## config.mk

```make
export PLATFORM = sky130hd
export DESIGN_NAME = cfi_queue
export DESIGN_NICKNAME = d
export VERILOG_FILES = /design/src/sv/cfi_queue.sv
export SDC_FILE = /design/constraint.sdc
export NUM_CORES = 1
export LEC_CHECK = 0
export BUFFER_PORTS_ARGS = -buffer_cell sky130_fd_sc_hd__buf_2
export CAP_MARGIN = 40
export CORE_MARGIN = 2
export CORE_UTILIZATION = 55
export DETAILED_ROUTE_END_ITERATION = 10
export GPL_TIMING_DRIVEN = 0
export PLACE_DENSITY = 0.77
export REMOVE_ABC_BUFFERS = 1
export SYNTH_ARGS = -nofsm -noshare
export SYNTH_HDL_FRONTEND = slang
export SYNTH_SLANG_ARGS = --single-unit
```

## constraint.sdc

```tcl
create_clock -name clk -period 3.5 [get_ports clk]
set_input_delay 0.525 -clock clk [delete_from_list [all_inputs] [get_ports clk]]
set_output_delay 0.525 -clock clk [all_outputs]
set_load 0.005 [all_outputs]
```

## src/sv/cfi_queue.sv

```systemverilog
// cfi_queue: small first-in first-out queue of W bit words in registers.
// Depends on nothing; used between front and back and at the result side.
module cfi_queue #(
    parameter int W     = 8,
    parameter int DEPTH = 4
) (
    input  logic         clk,
    input  logic         rst_n,
    input  logic         wr_en,
    input  logic [W-1:0] wr_data,
    output logic         full,
    input  logic         rd_en,
    output logic [W-1:0] rd_data,
    output logic         empty
);
    localparam int PW = $clog2(DEPTH);
    localparam int CW = $clog2(DEPTH + 1);

    logic [W-1:0]  mem_reg [DEPTH];
    logic [PW-1:0] wr_ptr_reg, wr_ptr_next;
    logic [PW-1:0] rd_ptr_reg, rd_ptr_next;
    logic [CW-1:0] cnt_reg, cnt_next;

    assign full    = (cnt_reg == CW'(DEPTH));
    assign empty   = (cnt_reg == '0);
    assign rd_data = mem_reg[rd_ptr_reg];

    always_comb
    begin
        wr_ptr_next = wr_ptr_reg;
        rd_ptr_next = rd_ptr_reg;
        cnt_next    = cnt_reg;
        if (wr_en)
            wr_ptr_next = (wr_ptr_reg == PW'(DEPTH-1)) ? '0 : wr_ptr_reg + 1'b1;
        if (rd_en)
            rd_ptr_next = (rd_ptr_reg == PW'(DEPTH-1)) ? '0 : rd_ptr_reg + 1'b1;
        if (wr_en && !rd_en)
            cnt_next = cnt_reg + 1'b1;
        else if (rd_en && !wr_en)
            cnt_next = cnt_reg - 1'b1;
    end

    always_ff @(posedge clk or negedge rst_n)
    begin
        if (!rst_n)
        begin
            wr_ptr_reg <= '0;
            rd_ptr_reg <= '0;
            cnt_reg    <= '0;
        end
        else
        begin
            wr_ptr_reg <= wr_ptr_next;
            rd_ptr_reg <= rd_ptr_next;
            cnt_reg    <= cnt_next;
        end
    end

    always_ff @(posedge clk)
    begin
        if (wr_en)
            mem_reg[wr_ptr_reg] <= wr_data;
    end

endmodule

```

==> flow_summary.toml, run 1 <==
[pwr]
cellPowerDensity_nw_per_um2 = 759
p_clk_frac = 0.219
p_seq_frac = 0.521
p_comb_frac = 0.260
ir_worst_vdd_uv = 628
intPower_mw = 0.967
p_total_mw = 1.36
p_leak_nw = 0.682
power.switching_mw = 0.392
swShare = 0.288

[min_path]
hold-path-endpoint = "mem_reg[3][6]"
hold_path_class = "in -> reg"
hp-start = "wr_data[6]"
hold_path_depth = 1

[clock_network]
htree_levels = 2
cts_buffers = 5
postCtsResizedCells = 0
cts.path.max_buffers = 2
clock_sinks = 39
cts_tree = "done"
cts_root_buffer = "clkbuf_4"
path_clk_slew_ns = 0.12
clk_latency_ns = 0.35

[timing]
post-route-period-util = 0.679
skew_ns = 0.0122
clock.fmax_ghz = 0.421
relSlewSlack = 0.588
hold_violations = 0
rsz0062_at_grt = "false"
period_needed_ns = 2.37
finalSetupTns_ns = 0
worst_pin_slew_ns = 0.618
maxSlewViolCount = 0
setup_viol_count_final = 0

[yosys]
yosys.area.top_type = "edfxtp_1"
yosysWarnings = 0
synthDistinctLibCells = 18
synth_area_leaders = "edfxtp_1 (61%), mux4_2 (11%), dfrtp_1 (11%)"
ys_ff_latch = 39
syn_area_um2 = 1570
syn_area_per_cell_um2 = 19.9
syn_inst = 79
seq_area_frac_synth = 0.724
yosysTopAreaCellShare = 0.612

[final_layout]
fin_cells = 138
nets = 125
stdcell_area_um2 = 1790
largest_reg_flops = 32
drive_gt1_frac = 0.374
post-route-util = 0.654
fill_cells = 184
area_growth_syn_to_layout_pct = 13.9
diodes = 0

[place]
dp_cells = 129
place_congestion = 0.764
placed_area_um2 = 1700
dp_hpwl_mm = 1.58
portBuffers = 21

[die]
dieArea_um2 = 3300
core-area_um2 = 2730
rows = 19
num_io_pins = 22
die_height_um = 57.4
initial_utilization = 0.574
die_width_um = 57.4

[route]
wirelength_mm = 2.46
ant_nets = 0
drt_pass1_iterations = 4
drc = 0
wl_per_cell_um = 17.8
drt_iter0_drc = 13
num_vias = 774
viasPerCell = 5.61

[global_routing]
globalRoute.totalOverflow = 0
grt_max_degree = 14
antenna_found_initial = 0
grt_pass1_wl_mm = 3.82
grt_pass1_vias = 795
grt_usage = 0.166

[worst_setup_path]
r2r-start = "rd_ptr_reg[0]"
required_ns = 2.97
arrival_ns = 1.85
r2r_end = "rd_ptr_reg[1]"
end_kind = "output port"
crit_fanout = 11
reg2reg_depth = 2
worstSetupPathType = "reg -> out"
r2r_slack_ns = 2.04
cp-start-kind = "flip-flop"
crit_path_start = "rd_ptr_reg[0]"

[job]
maxCapViolCount = 0

[outcome]
status = "finished clean"
-- metrics by stage --
step / hold WS, ns / setup slack, ns
floorplan: 0.229 / 1.79
global placement: 0.367 / 1.52
detailed placement: 0.372 / 1.50
CTS: 0.375 / 1.09
global route: 0.366 / 1.02
finish: 0.386 / 1.13
-- critical path, stage by stage, from the launching register on --
cell	delay (ns)
dfrtp_1	0.76
mux4_2	0.59
buf_2	0.15
-- placed cells by master (no fill, tap or decap), types with 2 or more instances in the layout --
| cell | count |
|---|---|
| nor2_1 | 2 |
| mux2_2 | 3 |
| and2_1 | 4 |
| clkbuf_4 | 5 |
| edfxtp_1 | 32 |
| mux4_2 | 8 |
| dfrtp_1 | 7 |
| buf_2 | 21 |
| o21ai_0 | 2 |
| inv_1 | 5 |
| ha_1 | 6 |
| xor2_1 | 2 |
-- cell usage after synthesis --
cell type  number
nor3_1          1
fa_1            1
inv_1           5
o21ai_0         2
buf_2           1
nor3b_1         1
and2_1          4
xor2_1          2
edfxtp_1       32
ha_1            6
mux2_2          3
dfrtp_1         7
nand3_1         1
nand2_1         1
buf_6           1
nor2_1          2
xnor2_1         1
mux4_2          8
-- how the worst max path moves through the flow --
stage                 end  cells after the start
2_1_floorplan  rd_data[0]                      1
3_3_place_gp   rd_data[2]                      2
3_5_place_dp   rd_data[2]                      2
4_1_cts        rd_data[1]                      2
5_1_grt        rd_data[1]                      2
6_report       rd_data[1]                      2
-- what timing repair did --
action                    in CTS  in global routing
hold endpoints to repair       7                  0
hold buffers                   1                  0
buffers inserted               0                  0
-- routing by layer --
| metal | share of wire | vias to the layer above | routed length (µm) | track usage |
|---|---|---|---|---|
| li1 | - | 355 | - | - |
| met1 | 0.40 | 395 | 978 | 0.187 |
| met2 | 0.54 | 17 | 1320 | 0.274 |
| met3 | 0.045 | 7 | 111 | 0.0635 |
| met4 | 0.019 | 0 | 46 | 0.0831 |
| met5 | 0 | - | 0 | 0 |
-- final cells by class --
type,count,area [µm²],share of cell area
sequential,39,1140,0.635
multi-input combinational,33,399,0.223
timing repair buffer,22,115,0.0643
clock inverter,3,43.8,0.0245
tap,31,38.8,0.0217
clock buffer,5,37.5,0.0210
inverter,5,18.8,0.0105
-- power by group through the flow --
stage	sequential, mW	combinational, mW	clock [mW]
floorplan	0.690	0.238	0
global placement	0.713	0.341	0
detailed placement	0.722	0.355	0
CTS	0.713	0.360	0.303
global route	0.724	0.391	0.320
finish	0.708	0.353	0.297
-- logic make-up after synthesis --
| group | Yosys count | synth area share |
|---|---|---|
| AOI/OAI and AO/OA | 2 | 0.00637 |
| xor gates and xnor gates | 3 | 0.0167 |
| adders and majority gates | 7 | 0.0606 |
| buffers and inverters | 7 | 0.0223 |
| DFF | 39 | 0.724 |
| muxes | 11 | 0.136 |
| and+or+nand+nor | 10 | 0.0343 |
(Power assumes the default switching activity.)
==> run 2, diff against run 1 <==
CORE_UTILIZATION = 50   (was 55)
PLACE_DENSITY = 0.74   (was 0.77)
clock period = 2.15 ns   (was 3.5 ns; I/O delays follow)
==> flow_summary.toml, run 2 (same netlist as run 1, synthesis figures left out) <==
[place]
dp_cells = 142
dp_slack_ns = 0.364
placed_area_um2 = 1710
portBuffers = 21
place_congestion = 0.639
dp_hpwl_mm = 1.60

[timing]
relSlewSlack = 0.692
skew_ns = 0.00826
post-route-period-util = 0.902
setup_viol_count_final = 0
maxSlewViolCount = 0
finalSetupTns_ns = 0
worst_pin_slew_ns = 0.462
hold_violations = 0
period_needed_ns = 1.94
clock.fmax_ghz = 0.516
rsz0062_at_grt = "false"
worst_slack_ns = 0.210

[worst_setup_path]
crit_fanout = 11
worstSetupPathType = "reg -> out"
end_kind = "output port"
cp-start-kind = "flip-flop"
required_ns = 1.83
arrival_ns = 1.62

[global_routing]
grt_usage = 0.162
grt_pass1_vias = 822
globalRoute.totalOverflow = 0
grt_max_degree = 13
antenna_found_initial = 0
grt_pass1_wl_mm = 3.90

[clock_network]
cts_tree = "done"
cts.path.max_buffers = 2
htree_levels = 2
clock_sinks = 39
cts_buffers = 5
cts_setup_buffers = 0
cts_root_buffer = "clkbuf_4"
path_clk_slew_ns = 0.12
clk_latency_ns = 0.34

[final_layout]
area_growth_syn_to_layout_pct = 14.7
layout_common_cells = "edfxtp_1 (32), buf_2 (21), mux4_2 (8), ha_1 (6), dfrtp_1 (6)"
stdcell_area_um2 = 1800
diodes = 0
post-route-util = 0.595
largest_reg_flops = 32
final_common_cell = "edfxtp_1"
nets = 125
fin_cells = 151
drive_gt1_frac = 0.374

[outcome]
status = "finished clean"

[job]
maxCapViolCount = 0

[pwr]
swShare = 0.287
ir_worst_vdd_uv = 672
p_clk_frac = 0.218
power.switching_mw = 0.630
p_comb_frac = 0.257
p_leak_nw = 0.678
cellPowerDensity_nw_per_um2 = 1220
p_seq_frac = 0.525
intPower_mw = 1.57

[route]
drc = 0
viasPerCell = 5.08
drt_iter0_drc = 18
wl_per_cell_um = 16.2
ant_nets = 0
wirelength_mm = 2.44
num_vias = 767
drt_pass1_iterations = 4

[die]
rows = 20
num_io_pins = 22
dieArea_um2 = 3600
die_height_um = 60.0
core-area_um2 = 3030
die_width_um = 60.0
initial_utilization = 0.519

[min_path]
hold_path_class = "in -> reg"
-- run 2: cell types whose count changed in the layout (fill, tap and decap cells not counted) --
cell	previous run	this run
clkinv_1	0	1
clkinv_4	1	0
dfrtp_1	7	6
dfrtp_2	0	1
-- run 2: cell type report --
cell class	count	area, µm²
Clock buffer	5	37.5
Clock inverter	3	38.8
Fill cell	228	1230
Inverter	5	18.8
Multi-Input combinational cell	33	399
Sequential cell	39	1140
Tap cell	44	55.1
Timing Repair Buffer	22	115
-- run 2: final timing paths --
check / cells past startpoint / slack, ns / start / endpoint
min: 1 / 0.18 / wr_data[0] / mem_reg[0][0]
max: 2 / 0.21 / rd_ptr_reg[0] / rd_data[3]
max in group asynchronous: 2 / 1.63 / rst_n / rd_ptr_reg[0]
min in group asynchronous: 2 / 0.35 / rst_n / cnt_reg[0]
max reg2reg: 3 / 0.67 / wr_ptr_reg[0] / mem_reg[2][3]
min reg2reg: 1 / 0.50 / cnt_reg[2] / cnt_reg[2]
-- run 2: metrics by stage --
step / total power, mW / hold WS (ns)
2_1_floorplan: 1.51 / 0.0269
3_3_place_gp: 1.71 / 0.163
3_5_place_dp: 1.76 / 0.168
4_1_cts: 2.23 / 0.171
5_1_grt: 2.35 / 0.159
6_report: 2.20 / 0.184
-- run 2: power groups by stage --
stage                     Sequential, mW  Combinational, mW  Clock [mW]
after floorplan                     1.12              0.387           0
final                               1.16              0.565       0.479
after global placement              1.16              0.549           0
after detailed placement            1.18              0.577           0
after global routing                1.19              0.639       0.518
after CTS                           1.17              0.578       0.486
-- run 2: what timing repair did --
action	CTS	global route
resized for setup	1	0
endpoints found under the setup margin	8	0
hold buffers	1	0
hold endpoints to repair	7	0
-- run 2: critical path, cell delays in order (launching register included) --
cell and delay, ns:
dfrtp_2 0.59, mux4_2 0.54, buf_2 0.14
-- run 2: layer usage --
layer / global-route usage / part of all wire / routed length [µm] / vias to the layer above
met3: 0.0714 / 0.044 / 108 / 8
met4: 0.0794 / 0.025 / 61 / 0
met2: 0.252 / 0.50 / 1220 / 19
met1: 0.194 / 0.43 / 1060 / 385
met5: 0 / 0 / 0 / -
li1: - / - / - / 355
